$ cat config.mk
export PLATFORM = sky130hd
export DESIGN_NAME = lph_ctrl
export DESIGN_NICKNAME = d
export VERILOG_FILES = /design/src/rtl/core/lph_pkg.sv /design/src/rtl/core/lph_ctrl.sv
export SDC_FILE = /design/constraint.sdc
export NUM_CORES = 1
export LEC_CHECK = 0
export BUFFER_PORTS_ARGS = -buffer_cell sky130_fd_sc_hd__buf_2
export CORE_AREA = 2 2 39 41
export DETAILED_ROUTE_END_ITERATION = 7
export DIE_AREA = 0 0 41 43
export HOLD_SLACK_MARGIN = 0.15
export PLACE_DENSITY = 0.74
export REMOVE_ABC_BUFFERS = 1
export SYNTH_ARGS = -nofsm -noshare
export SYNTH_HDL_FRONTEND = slang
export SYNTH_SLANG_ARGS = --single-unit
$ cat constraint.sdc
create_clock -name clk -period 5 [get_ports clk]
set_input_delay 0.25 -clock clk [delete_from_list [all_inputs] [get_ports clk]]
set_output_delay 0.25 -clock clk [all_outputs]
set_load 0.005 [all_outputs]
$ cat src/rtl/core/lph_pkg.sv
// Shared types and constants of the linear-probe hash insert block.
// Used by the channel interfaces, the controller, the datapath and the top level.
`default_nettype none

package lph_pkg;

  localparam int SLOTS         = 1024;
  localparam int SLOT_W        = $clog2(SLOTS);
  localparam int SIZE_W        = 11;
  localparam int KEY_SUM_W     = 11;
  localparam int MAX_KEY_CHARS = 19;
  localparam int KEY_LEN_W     = 5;
  localparam int COUNT_W       = 11;
  localparam int PSUM_W        = 20;
  localparam int DIV_CNT_W     = $clog2(KEY_SUM_W);
  localparam int STATUS_W      = 2;
  localparam int CFG_AW        = 3;
  localparam int CFG_DW        = 32;

  localparam logic [COUNT_W-1:0] PLACED_MAX = {COUNT_W{1'b1}};
  localparam logic [PSUM_W-1:0]  PSUM_MAX   = {PSUM_W{1'b1}};

  localparam logic [7:0] CHAR_BASE = 8'h60;
  localparam logic [7:0] CHAR_A    = 8'h61;
  localparam logic [7:0] CHAR_Z    = 8'h7A;

  localparam logic REQ_KEY   = 1'b0;
  localparam logic REQ_CLEAR = 1'b1;

  localparam logic CFG_REG_TABLE_SIZE = 1'b0;
  localparam logic [SIZE_W-1:0] TABLE_SIZE_RST = SIZE_W'(SLOTS);

  typedef enum logic [STATUS_W-1:0] {
    RES_PLACED = 2'd0,
    RES_FULL   = 2'd1,
    RES_BAD    = 2'd2
  } res_code_t;

  typedef struct packed {
    logic      key_load;
    logic      clear_start;
    logic      clr_step;
    logic      div_start;
    logic      div_step;
    logic      probe_next;
    logic      commit;
    res_code_t res;
  } lph_cmd_t;

  typedef struct packed {
    logic key_bad;
    logic div_last;
    logic slot_occ;
    logic probe_end;
    logic clr_last;
    logic out_busy;
  } lph_sts_t;

endpackage

`default_nettype wire

$ cat src/rtl/core/lph_ctrl.sv
// Sequencer of the hash insert block: request intake, modulo, probe walk, clear sweep.
// Depends on lph_pkg; drives lph_dp through lph_cmd_t and reads lph_sts_t.
`default_nettype none

module lph_ctrl
  import lph_pkg::*;
(
  input  wire logic     clk,
  input  wire logic     rst_n,
  input  wire logic     in_valid,
  input  wire logic     in_req_type,
  input  wire logic     in_last_byte,
  output logic          in_ready,
  input  wire lph_sts_t sts,
  output lph_cmd_t      cmd
);

  typedef enum logic [6:0] {
    S_CLEAR     = 7'b0000001,
    S_IDLE      = 7'b0000010,
    S_CHECK     = 7'b0000100,
    S_DIV       = 7'b0001000,
    S_PROBE_RD  = 7'b0010000,
    S_PROBE_CHK = 7'b0100000,
    S_DONE      = 7'b1000000
  } state_t;

  state_t    state_r, state_nxt;
  res_code_t res_r, res_nxt;

  always_comb begin
    state_nxt       = state_r;
    res_nxt         = res_r;
    in_ready        = 1'b0;
    cmd             = '0;
    cmd.res         = res_r;
    unique case (state_r)
      S_CLEAR: begin
        cmd.clr_step = 1'b1;
        if (sts.clr_last) state_nxt = S_IDLE;
      end
      S_IDLE: begin
        in_ready = 1'b1;
        if (in_valid) begin
          if (in_req_type == REQ_CLEAR) begin
            cmd.clear_start = 1'b1;
            state_nxt       = S_CLEAR;
          end else begin
            cmd.key_load = 1'b1;
            if (in_last_byte) state_nxt = S_CHECK;
          end
        end
      end
      S_CHECK: begin
        if (sts.key_bad) begin
          res_nxt   = RES_BAD;
          state_nxt = S_DONE;
        end else begin
          cmd.div_start = 1'b1;
          state_nxt     = S_DIV;
        end
      end
      S_DIV: begin
        cmd.div_step = 1'b1;
        if (sts.div_last) state_nxt = S_PROBE_RD;
      end
      S_PROBE_RD: begin
        state_nxt = S_PROBE_CHK;
      end
      S_PROBE_CHK: begin
        if (!sts.slot_occ) begin
          res_nxt   = RES_PLACED;
          state_nxt = S_DONE;
        end else if (sts.probe_end) begin
          res_nxt   = RES_FULL;
          state_nxt = S_DONE;
        end else begin
          cmd.probe_next = 1'b1;
          state_nxt      = S_PROBE_RD;
        end
      end
      S_DONE: begin
        if (!sts.out_busy) begin
          cmd.commit = 1'b1;
          state_nxt  = S_IDLE;
        end
      end
      default: begin
        state_nxt = S_CLEAR;
      end
    endcase
  end

  always_ff @(posedge clk) begin
    if (!rst_n) begin
      state_r <= S_CLEAR;
      res_r   <= RES_PLACED;
    end else begin
      state_r <= state_nxt;
      res_r   <= res_nxt;
    end
  end

  a_clear_sweeps: assert property (@(posedge clk) disable iff (!rst_n)
    cmd.clear_start |=> state_r == S_CLEAR)
    else $error("clear request did not start the sweep");

  a_div_to_probe: assert property (@(posedge clk) disable iff (!rst_n)
    (state_r == S_DIV && sts.div_last) |=> state_r == S_PROBE_RD)
    else $error("modulo finish did not start the probe walk");

  a_free_slot_done: assert property (@(posedge clk) disable iff (!rst_n)
    (state_r == S_PROBE_CHK && !sts.slot_occ) |=> (state_r == S_DONE && res_r == RES_PLACED))
    else $error("free slot did not lead to placement");

  a_commit_free: assert property (@(posedge clk) disable iff (!rst_n)
    cmd.commit |=> state_r == S_IDLE)
    else $error("commit did not return to idle");

endmodule

`default_nettype wire

==> out/summary.txt <==
run status - complete, no violations
CTS resizes - 0
Synth-to-Final Area Change - 17.9%
number of DRC markers after the initial detailed-route iteration - 22
period utilisation layout - 0.433
Cells on Worst Hold Path - 3
final wirelength - 1550 microns
fraction of final layout cells with drive strength greater than 1 - 0.293
launch instance of the worst min-delay path - sts[3]
internal portion of total power - 0.136 mW
Seq pwr share - 0.434
worst-case register-to-register setup slack - 3.23 ns
dpl cell area - 699 sq um
num rows - 14
critical path class - flop to output port
average routed wire per standard cell - 14.3 microns
placeable core region - 1380 sq um
hold bufs inserted after CTS - 0
Die ar. - 1760 sq um
boundary pin count - 21
fraction of the yosys area taken by sequential cells - 0.293
maximum number of buffers from clock root to sink - 2
post-synthesis cell count - 75
count of H-tree levels built during CTS - 1
post-synthesis cell type count - 35
Max Clock Freq - 462 MHz
hold endpoint - res_r[0]
number of enable-type register cells in the synthesized netlist - 0
Setup Fix Bufs, Post-CTS - 0
first-pass GRT wire length - 2520 microns
Yosys reg bits - 9
GRT Total Usage - 0.206
die width - 41 microns
grt total ovfl - 0
number of synthesis warnings - 0
vias after detailed routing - 654
cell at the root of the clock tree - clkbuf_4
CP max FO - 10
Psw - 0.0702 mW
PortBufs - 20
height of the die - 43 microns
clock tree sinks - 9
combined area of all synthesized cells - 616 sq um
Met3 Routed Length - 77 microns
leading register cell type out of synthesis - dfxtp_1
setup repair after global routing missed its margin - no
clock transition at the registers of the reported paths - 0.07 ns
Hold Crit Class - primary input to flop
Async SR Flop Fraction - 0
post-layout net count - 104
CP startpoint kind - flop
CTS tree - done
CTS Buf Count - 3
Clk pwr share - 0.290
initial antenna violation count - 0
largest clock skew in the final design - 0.00148 ns
routed length on met1 - 696 microns
leakage power figure - 0.339 nW
Crit Reg-Reg Endpoint - state_r[2]
maximum capacitance violations - 0
startpoint of the worst register-to-register path - state_r[2]
switching share of power - 0.340
starting density of the core - 0.445
via-per-instance ratio - 6.06
worst r2r path cells - 4
HPWL reported at the end of detailed placement - 1180 microns
post-route cell area - 726 sq um
first-pass detailed-route iteration total - 5
wire length on met2 - 759 microns
Least-Margin Pin Slew - 0.482 ns
Util after Layout - 0.524
Final Wtd Congestion - 0.805
post-synthesis average cell area - 8.21 sq um
data required time of the critical path - 4.75 ns
final critical path time including I/O delays and setup - 2.17 ns
Final Hold Fails - 0
pin count of the biggest net entering global routing - 11
top layer in use - met4
Slew HR - 0.675
power density relative to cell area - 284 nW/um^2
number of antenna cells inserted - 0
peak supply drop - 0.158 mV
crit path DAT - 1.92 ns
final antenna-violating net count - 0
final max-slew violation count - 0
power share of the combinational group - 0.275
via count of the first global-routing pass - 575
post-route setup TNS - 0 ns
count of final setup violators - 0
type of destination of the critical path - output port
clock latency on the worst-skew pair - 0.27 ns
DRC viols - 0
==> state kept, by name (all words and copies together) (netlist names) <==
| name | count |
|---|---|
| res_r | 2 |
| state_r | 7 |
==> worst max-delay path, cell delays in order, from the launching register on <==
cell and delay [ns]:
dfxtp_1 0.42, or4_1 0.62, nor2_1 0.28, nand2_1 0.09
nor2_1 0.11, buf_2 0.12
==> worst max path at each step <==
stage,from,end,slack [ns],cells past startpoint
6_report,state_r[2],cmd[2],2.83,5
3_3_place_gp,state_r[2],cmd[2],3.18,5
2_1_floorplan,state_r[6],state_r[0],3.37,3
4_1_cts,state_r[2],cmd[2],2.88,5
3_5_place_dp,state_r[2],cmd[2],3.19,5
5_1_grt,state_r[2],cmd[2],2.73,5
==> power groups by stage <==
stage          Clock, mW  Sequential, mW  Combinational (mW)
6_report          0.0598          0.0895              0.0568
5_1_grt           0.0637          0.0910              0.0626
4_1_cts           0.0592          0.0892              0.0567
3_5_place_dp           0          0.0909              0.0560
3_3_place_gp           0          0.0904              0.0564
2_1_floorplan          0          0.0877              0.0397
==> cell usage after synthesis (2+ instances only) <==
cell      instances  area [sq um]
dfxtp_1           9           180
nor2_1            5          18.8
clkbuf_1          4          15.0
nand4_1           4          25.0
and3_1            3          18.8
nand2_1           3          11.3
nand2b_1          3          18.8
nand3_1           3          15.0
nor3_1            3          15.0
nor4_1            3          18.8
a21boi_1          2          15.0
and4_1            2          17.5
buf_2             2          10.0
inv_1             2          7.51
nor2b_1           2          12.5
nor4b_1           2          17.5
o21a_1            2          15.0
o21ai_0           2          10.0
xnor2_1           2          17.5
xor2_1            2          17.5
==> kinds of logic after synthesis <==
logic type / count (synthesis) / synth area share
flip-flops: 9 / 0.293
AND/OR/NAND/NOR: 40 / 0.415
XOR/XNOR: 4 / 0.0569
buffers and inverters: 9 / 0.0711
AO/OA/AOI/OAI: 13 / 0.165
==> layer usage <==
layer,track usage,up-vias
li1,-,320
met1,0.296,309
met2,0.281,23
met3,0.0524,2
met4,0.0867,0
met5,0,-
==> through the flow <==
stage	worst slack, ns	hold WS [ns]	instances	power, mW
2_1_floorplan	3.37	0.368	68	0.127
3_3_place_gp	3.18	0.446	104	0.147
3_5_place_dp	3.19	0.448	104	0.147
4_1_cts	2.88	0.216	108	0.205
5_1_grt	2.73	0.242	108	0.217
6_report	2.83	0.213	108	0.206
==> cell type report <==
| cell class | count | area, sq um |
|---|---|---|
| Timing Repair Buffer | 20 | 100 |
| Multi-Input combinational cell | 57 | 392 |
| Inverter | 2 | 7.51 |
| Clock buffer | 4 | 26.3 |
| Tap cell | 16 | 20.0 |
| Fill cell | 134 | 658 |
| Sequential cell | 9 | 180 |
==> placed cells by master (no fill, tap or decap), types with 2 or more instances in the layout <==
cell type / count
and4_1: 2
inv_1: 2
nor2b_1: 2
nand2b_1: 3
clkbuf_4: 3
and3_1: 3
o21ai_0: 2
nor2_1: 5
nor4b_1: 2
nand3_1: 3
nand2_1: 3
a21boi_1: 2
xor2_1: 2
nor4_1: 3
dfxtp_1: 9
nand4_1: 4
nor3_1: 3
xnor2_1: 2
buf_2: 20
o21a_1: 2
Power figures use the tool's default switching activity.
