### src/rtl/core/lph_pkg.sv
// Shared types and constants of the linear-probe hash insert block.
// Used by the channel interfaces, the controller, the datapath and the top level.
`default_nettype none

package lph_pkg;

  localparam int SLOTS         = 1024;
  localparam int SLOT_W        = $clog2(SLOTS);
  localparam int SIZE_W        = 11;
  localparam int KEY_SUM_W     = 11;
  localparam int MAX_KEY_CHARS = 19;
  localparam int KEY_LEN_W     = 5;
  localparam int COUNT_W       = 11;
  localparam int PSUM_W        = 20;
  localparam int DIV_CNT_W     = $clog2(KEY_SUM_W);
  localparam int STATUS_W      = 2;
  localparam int CFG_AW        = 3;
  localparam int CFG_DW        = 32;

  localparam logic [COUNT_W-1:0] PLACED_MAX = {COUNT_W{1'b1}};
  localparam logic [PSUM_W-1:0]  PSUM_MAX   = {PSUM_W{1'b1}};

  localparam logic [7:0] CHAR_BASE = 8'h60;
  localparam logic [7:0] CHAR_A    = 8'h61;
  localparam logic [7:0] CHAR_Z    = 8'h7A;

  localparam logic REQ_KEY   = 1'b0;
  localparam logic REQ_CLEAR = 1'b1;

  localparam logic CFG_REG_TABLE_SIZE = 1'b0;
  localparam logic [SIZE_W-1:0] TABLE_SIZE_RST = SIZE_W'(SLOTS);

  typedef enum logic [STATUS_W-1:0] {
    RES_PLACED = 2'd0,
    RES_FULL   = 2'd1,
    RES_BAD    = 2'd2
  } res_code_t;

  typedef struct packed {
    logic      key_load;
    logic      clear_start;
    logic      clr_step;
    logic      div_start;
    logic      div_step;
    logic      probe_next;
    logic      commit;
    res_code_t res;
  } lph_cmd_t;

  typedef struct packed {
    logic key_bad;
    logic div_last;
    logic slot_occ;
    logic probe_end;
    logic clr_last;
    logic out_busy;
  } lph_sts_t;

endpackage

`default_nettype wire

### src/rtl/core/lph_dp.sv
// Datapath of the hash insert block: key accumulator, shift-subtract modulo unit,
// probe index/count, occupancy memory, running totals and the result register.
// Depends on lph_pkg; commanded by lph_ctrl.
`default_nettype none

module lph_dp
  import lph_pkg::*;
(
  input  wire logic              clk,
  input  wire logic              rst_n,
  input  wire lph_cmd_t          cmd,
  output lph_sts_t               sts,
  input  wire logic [7:0]        in_key_byte,
  input  wire logic [SIZE_W-1:0] table_size,
  input  wire logic              out_ready,
  output logic                   out_valid,
  output res_code_t              out_status,
  output logic [SLOT_W-1:0]      out_slot,
  output logic [SIZE_W-1:0]      out_probe_count,
  output logic [COUNT_W-1:0]     out_keys_placed,
  output logic [PSUM_W-1:0]      out_probe_total
);

  logic                 occ_mem [SLOTS];
  logic                 occ_q_r;

  logic [KEY_SUM_W-1:0] key_sum_r, key_sum_nxt;
  logic [KEY_LEN_W-1:0] key_len_r, key_len_nxt;
  logic                 key_bad_r, key_bad_nxt;
  logic [COUNT_W-1:0]   placed_r, placed_nxt;
  logic [PSUM_W-1:0]    psum_r, psum_nxt;
  logic [SLOT_W-1:0]    clr_cnt_r, clr_cnt_nxt;
  logic [SIZE_W-1:0]    rem_r, rem_nxt;
  logic [DIV_CNT_W-1:0] div_cnt_r, div_cnt_nxt;
  logic [SLOT_W-1:0]    idx_r, idx_nxt;
  logic [SIZE_W-1:0]    n_r, n_nxt;

  logic                 out_valid_r, out_valid_nxt;
  res_code_t            out_status_r, out_status_nxt;
  logic [SLOT_W-1:0]    out_slot_r, out_slot_nxt;
  logic [SIZE_W-1:0]    out_probe_r, out_probe_nxt;
  logic [COUNT_W-1:0]   out_placed_r, out_placed_nxt;
  logic [PSUM_W-1:0]    out_psum_r, out_psum_nxt;

  logic [SIZE_W-1:0]    size_act;
  logic                 byte_ok;
  logic                 len_full;
  logic                 bad_pre;
  logic [SIZE_W-1:0]    rem_shift;
  logic [SIZE_W-1:0]    rem_step;
  logic [SIZE_W-1:0]    idx_inc;
  logic [COUNT_W-1:0]   placed_inc;
  logic [PSUM_W:0]      psum_add;
  logic [PSUM_W-1:0]    psum_inc;

  always_comb begin
    if (table_size == '0) begin
      size_act = SIZE_W'(1);
    end else if (table_size > SIZE_W'(SLOTS)) begin
      size_act = SIZE_W'(SLOTS);
    end else begin
      size_act = table_size;
    end
  end

  assign byte_ok    = (in_key_byte >= CHAR_A) && (in_key_byte <= CHAR_Z);
  assign len_full   = key_len_r >= KEY_LEN_W'(MAX_KEY_CHARS);
  assign bad_pre    = key_bad_r | len_full;
  assign rem_shift  = {rem_r[SLOT_W-1:0], key_sum_r[div_cnt_r]};
  assign rem_step   = (rem_shift >= size_act) ? rem_shift - size_act : rem_shift;
  assign idx_inc    = {1'b0, idx_r} + SIZE_W'(1);
  assign placed_inc = (placed_r == PLACED_MAX) ? placed_r : placed_r + COUNT_W'(1);
  assign psum_add   = {1'b0, psum_r} + (PSUM_W + 1)'(n_r);
  assign psum_inc   = (psum_add > {1'b0, PSUM_MAX}) ? PSUM_MAX : psum_add[PSUM_W-1:0];

  always_comb begin
    key_sum_nxt    = key_sum_r;
    key_len_nxt    = key_len_r;
    key_bad_nxt    = key_bad_r;
    placed_nxt     = placed_r;
    psum_nxt       = psum_r;
    clr_cnt_nxt    = clr_cnt_r;
    rem_nxt        = rem_r;
    div_cnt_nxt    = div_cnt_r;
    idx_nxt        = idx_r;
    n_nxt          = n_r;
    out_valid_nxt  = out_valid_r && !out_ready;
    out_status_nxt = out_status_r;
    out_slot_nxt   = out_slot_r;
    out_probe_nxt  = out_probe_r;
    out_placed_nxt = out_placed_r;
    out_psum_nxt   = out_psum_r;

    if (cmd.clear_start) begin
      key_sum_nxt = '0;
      key_len_nxt = '0;
      key_bad_nxt = 1'b0;
      placed_nxt  = '0;
      psum_nxt    = '0;
      clr_cnt_nxt = '0;
    end

    if (cmd.clr_step) clr_cnt_nxt = clr_cnt_r + SLOT_W'(1);

    if (cmd.key_load) begin
      if (!len_full) key_len_nxt = key_len_r + KEY_LEN_W'(1);
      if (byte_ok && !bad_pre) begin
        key_sum_nxt = key_sum_r + KEY_SUM_W'(in_key_byte - CHAR_BASE);
      end
      key_bad_nxt = bad_pre | !byte_ok;
    end

    if (cmd.div_start) begin
      rem_nxt     = '0;
      div_cnt_nxt = DIV_CNT_W'(KEY_SUM_W - 1);
    end

    if (cmd.div_step) begin
      rem_nxt     = rem_step;
      div_cnt_nxt = div_cnt_r - DIV_CNT_W'(1);
      if (div_cnt_r == '0) begin
        idx_nxt = rem_step[SLOT_W-1:0];
        n_nxt   = SIZE_W'(1);
      end
    end

    if (cmd.probe_next) begin
      idx_nxt = (idx_inc == size_act) ? '0 : idx_inc[SLOT_W-1:0];
      n_nxt   = n_r + SIZE_W'(1);
    end

    if (cmd.commit) begin
      key_sum_nxt    = '0;
      key_len_nxt    = '0;
      key_bad_nxt    = 1'b0;
      out_valid_nxt  = 1'b1;
      out_status_nxt = cmd.res;
      out_slot_nxt   = '0;
      out_probe_nxt  = (cmd.res == RES_BAD) ? '0 : n_r;
      out_placed_nxt = placed_r;
      out_psum_nxt   = psum_r;
      if (cmd.res == RES_PLACED) begin
        placed_nxt     = placed_inc;
        psum_nxt       = psum_inc;
        out_slot_nxt   = idx_r;
        out_placed_nxt = placed_inc;
        out_psum_nxt   = psum_inc;
      end
    end
  end

  always_ff @(posedge clk) begin
    if (!rst_n) begin
      key_sum_r   <= '0;
      key_len_r   <= '0;
      key_bad_r   <= 1'b0;
      placed_r    <= '0;
      psum_r      <= '0;
      clr_cnt_r   <= '0;
      out_valid_r <= 1'b0;
    end else begin
      key_sum_r   <= key_sum_nxt;
      key_len_r   <= key_len_nxt;
      key_bad_r   <= key_bad_nxt;
      placed_r    <= placed_nxt;
      psum_r      <= psum_nxt;
      clr_cnt_r   <= clr_cnt_nxt;
      out_valid_r <= out_valid_nxt;
    end
  end

  always_ff @(posedge clk) begin
    rem_r        <= rem_nxt;
    div_cnt_r    <= div_cnt_nxt;
    idx_r        <= idx_nxt;
    n_r          <= n_nxt;
    out_status_r <= out_status_nxt;
    out_slot_r   <= out_slot_nxt;
    out_probe_r  <= out_probe_nxt;
    out_placed_r <= out_placed_nxt;
    out_psum_r   <= out_psum_nxt;
  end

  always_ff @(posedge clk) begin
    if (cmd.clr_step) begin
      occ_mem[clr_cnt_r] <= 1'b0;
    end else if (cmd.commit && cmd.res == RES_PLACED) begin
      occ_mem[idx_r] <= 1'b1;
    end
    occ_q_r <= occ_mem[idx_r];
  end

  assign sts.key_bad   = key_bad_r;
  assign sts.div_last  = (div_cnt_r == '0);
  assign sts.slot_occ  = occ_q_r;
  assign sts.probe_end = (n_r == size_act);
  assign sts.clr_last  = &clr_cnt_r;
  assign sts.out_busy  = out_valid_r && !out_ready;

  assign out_valid       = out_valid_r;
  assign out_status      = out_status_r;
  assign out_slot        = out_slot_r;
  assign out_probe_count = out_probe_r;
  assign out_keys_placed = out_placed_r;
  assign out_probe_total = out_psum_r;

  a_placed_in_range: assert property (@(posedge clk) disable iff (!rst_n)
    (cmd.commit && cmd.res == RES_PLACED) |-> ({1'b0, idx_r} < size_act && n_r != '0))
    else $error("placement outside the active table");

  a_hold_result: assert property (@(posedge clk) disable iff (!rst_n)
    (out_valid_r && !out_ready && !cmd.commit) |=> (out_valid_r && $stable(out_psum_r)))
    else $error("stalled result changed");

  a_bad_no_probe: assert property (@(posedge clk) disable iff (!rst_n)
    (cmd.commit && cmd.res == RES_BAD) |=> (out_probe_r == '0 && out_slot_r == '0))
    else $error("bad key reported probes");

endmodule

`default_nettype wire

### config.mk
export PLATFORM = sky130hd
export DESIGN_NAME = lph_dp
export DESIGN_NICKNAME = d
export VERILOG_FILES = /design/src/rtl/core/lph_pkg.sv /design/src/rtl/core/lph_dp.sv
export SDC_FILE = /design/constraint.sdc
export NUM_CORES = 2
export LEC_CHECK = 0
export BUFFER_PORTS_ARGS = -buffer_cell sky130_fd_sc_hd__buf_2
export CORE_MARGIN = 2
export CORE_UTILIZATION = 45
export DETAILED_ROUTE_END_ITERATION = 12
export HOLD_SLACK_MARGIN = 0.15
export PLACE_DENSITY = 0.59
export SLEW_MARGIN = 20
export SYNTH_ARGS = -nofsm -noshare
export SYNTH_HDL_FRONTEND = slang
export SYNTH_SLANG_ARGS = --single-unit
### constraint.sdc
create_clock -name clk -period 24.9 [get_ports clk]
set_input_delay 2.49 -clock clk [delete_from_list [all_inputs] [get_ports clk]]
set_output_delay 2.49 -clock clk [all_outputs]
set_load 0.005 [all_outputs]
==> run metrics <==
status complete, no violations; CTS resizes 0; pin count of the biggest net entering global routing 260; clk buf depth 3; crit path DAT just under 8000 ps; final critical-path required period 7310 ps; I/O Buffers 91; Die ar. 121000 sq um; Fin Hold WS 495 ps; WL per Instance 26.4 microns; Reg2Reg Launch Point idx_r[1]; die span in y 348 microns; Core Box Area 118000 sq um; crit end category register; layout cells sized above 1 0.161; GRT Overall Usage 0.242; HP Class register to register; CP max stage cell buf_4; Cell Area, Synth 53100 sq um; gpl congestion 0.850; max-slew violations 0; routed wire length 147000 microns; initial antenna violation count 1; CTS tree yes; Clock Latency Late Sink 760 ps; WHS Endpoint psum_r[9]; Leak approximately 18 nW; critical-path cell list buf_2 > nor2_2 > buf_4 > and2_1 > nand2_2 > inv_8 > buf_4 > nand3_1 > o31a_1 > nor2_1 > nand2_2 > buf_4 > nor2_1; critical register-to-register path endpoint occ_q_r; H-tree depth 4; DRC Markers 0; Mean Syn Cell Area between 10 and 15 sq um; Hold Fails Final Rpt 0; DRT iter0 DRCs between 3k and 4k; effective utilization at floorplan 0.452; R2R depth 10; Clock Pin Slew Worst Setup and Hold Paths approximately 60 ps; Die W 348 microns; Crit Path Category input pin to register; vias in the first global route 32.2k; Seq/Total Area, Yosys 0.652; flop-to-flop setup slack 20090 ps; CTS root buffer clkbuf_16; final worst slack 17590 ps; cts hold-fix bufs 0; DR vias/cell 6.00; Cell variety after synth 86; critical path's top delay family buffers and inverters; worst slew pin tran ~1200 ps; synth warn 0; CP required 25330 ps; hold_sp psum_r[9]; CP max stage delay 850 ps; dpl ws 17010 ps; final setup TNS 0 ps; via count between 30k and 40k; PwrDens 81.2 nW/um^2; WP buf/inv 5; # setup viols final 0; Syn Inst Count 3983; Post-Route Skew 23.2 ps; Tcrit/Tclk final 0.294; VDD IR max 0.0000732 V; max_cap viols 0; global-route wire length before repair 215000 microns; crit path max fanout 189; Slew HR 0.224; RSZ-0062 raised after global routing no; I/O pin cnt 92; HPWL Detailed about 82000 microns; most frequent cells in the layout 1145 x nor2_1, 1113 x edfxtp_1, 215 x mux4_2; startpoint types input pin; most common cell after layout, fill and taps aside nor2_1; post-route ant nets 0; syn nets between 4k and 5k; Post-synth EDFFs 1113; layout net count 4019; share of flip-flops with an asynchronous set or reset 0; post-CTS setup buffers 0; hold path cells 2; Synth Flop Type edfxtp_1; Most common cell on crit path buf_4; Layout area overhead 10.8%; number of clock sinks ~1.2k; DR pass1 iterations 6; Num CTS Buffers 132; total global routing overflow 0; Yosys reg bits 1173; Rows ~130; fmax 0.137 GHz
==> metrics by stage <==
stage          total power, mW  std cells   util  area (sq um)
3_5_place_dp              2.92       5348  0.465         54700
4_1_cts                   4.80       5581  0.500         58800
5_1_grt                   4.91       5581  0.500         58900
6_report                  4.78       5583  0.501         58900
3_3_place_gp              2.92       5347  0.464         54600
2_1_floorplan             2.71       3983      -         53100
==> synthesized netlist by cell type (9+ instances only) <==
library cell,instances,area share
or3_1,14,0.0016
xnor2_1,41,0.0068
and2_1,34,0.0040
o22ai_1,50,0.0059
nor3_1,27,0.0025
a22o_1,11,0.0018
mux2_2,11,0.0023
inv_1,41,0.0029
buf_6,11,0.0023
nor2b_1,20,0.0024
and3_1,14,0.0016
nand2_1,183,0.013
mux4_1,22,0.011
ha_1,39,0.0092
nor2_1,1146,0.081
mux2i_1,82,0.015
xor2_1,12,0.0020
buf_2,47,0.0044
nand4_1,16,0.0019
o21ai_0,67,0.0063
edfxtp_1,1113,0.63
buf_4,20,0.0028
o21a_1,9,0.0013
nor3b_1,10,0.0014
buf_1,52,0.0037
a211oi_1,21,0.0030
nand2b_1,17,0.0020
a21oi_1,89,0.0084
dfxtp_1,60,0.023
o221ai_1,19,0.0031
o211ai_1,9,0.0013
nand3_1,55,0.0052
a22oi_1,25,0.0035
a31oi_1,30,0.0035
clkbuf_1,196,0.014
nor4_1,19,0.0022
mux4_2,215,0.091
==> worst max-delay path by stage <==
| stage | slack (ps) | startpoint | depth (start not counted) | end |
|---|---|---|---|---|
| floorplan | 1860 | cmd[1] | 11 | occ_mem[787] |
| global placement | 17050 | cmd[1] | 13 | occ_mem[644] |
| detailed placement | 17010 | cmd[1] | 13 | occ_mem[836] |
| CTS | 17790 | cmd[1] | 13 | occ_mem[836] |
| global route | 17280 | cmd[1] | 12 | occ_mem[124] |
| finish | 17590 | cmd[1] | 13 | occ_mem[676] |
==> flip-flops by register name (all words and copies together), names as in the netlist, 4 cells and up <==
| name | cells |
|---|---|
| out_probe_total | 20 |
| out_keys_placed | 11 |
| idx_r | 10 |
| out_slot | 10 |
| psum_r | 20 |
| rem_r | 10 |
| key_sum_r | 11 |
| placed_r | 11 |
| div_cnt_r | 4 |
| occ_mem | 1024 |
| out_probe_count | 11 |
| n_r | 11 |
| clr_cnt_r | 10 |
| key_len_r | 5 |
==> cell families after synthesis <==
| family | after synthesis | synth area share |
|---|---|---|
| DFF | 1173 | 0.652 |
| AOI/OAI and AO/OA | 420 | 0.0525 |
| buffers and inverters | 377 | 0.0324 |
| and+or+nand+nor | 1586 | 0.123 |
| muxes | 330 | 0.120 |
| xor gates and xnor gates | 55 | 0.00959 |
| adders and majority gates | 42 | 0.0103 |
==> cell type report <==
cell class                      count  area (sq um)
Antenna cell                        2          5.00
Fill cell                       10200         58700
Clock buffer                      164          3500
Tap cell                         1536          1920
Timing Repair Buffer              161          1020
Clock inverter                     69           671
Multi-Input combinational cell   2433         17000
Inverter                           45           176
Sequential cell                  1173         34600
==> where the power goes <==
group	switching, mW	internal (mW)	leakage, nW
clock	0.813	1.08	2.03
combinational	0.436	0.263	5.60
sequential	0.0191	2.17	10.8
total	1.27	3.51	18.4
==> tightest hold or removal path, stage by stage, from the launching register on <==
cell,delay [ps]
dfxtp_1,330
nand2_1,50
o21ai_0,60
==> per-layer routing <==
metal	GRT usage	up-vias	share of wire
met5	0	-	0.00014
met4	0.0729	2	0.028
met3	0.0485	248	0.085
met2	0.382	1391	0.47
met1	0.340	17200	0.42
li1	-	14600	-
No activity file was read; power rests on OpenSTA's default activity.
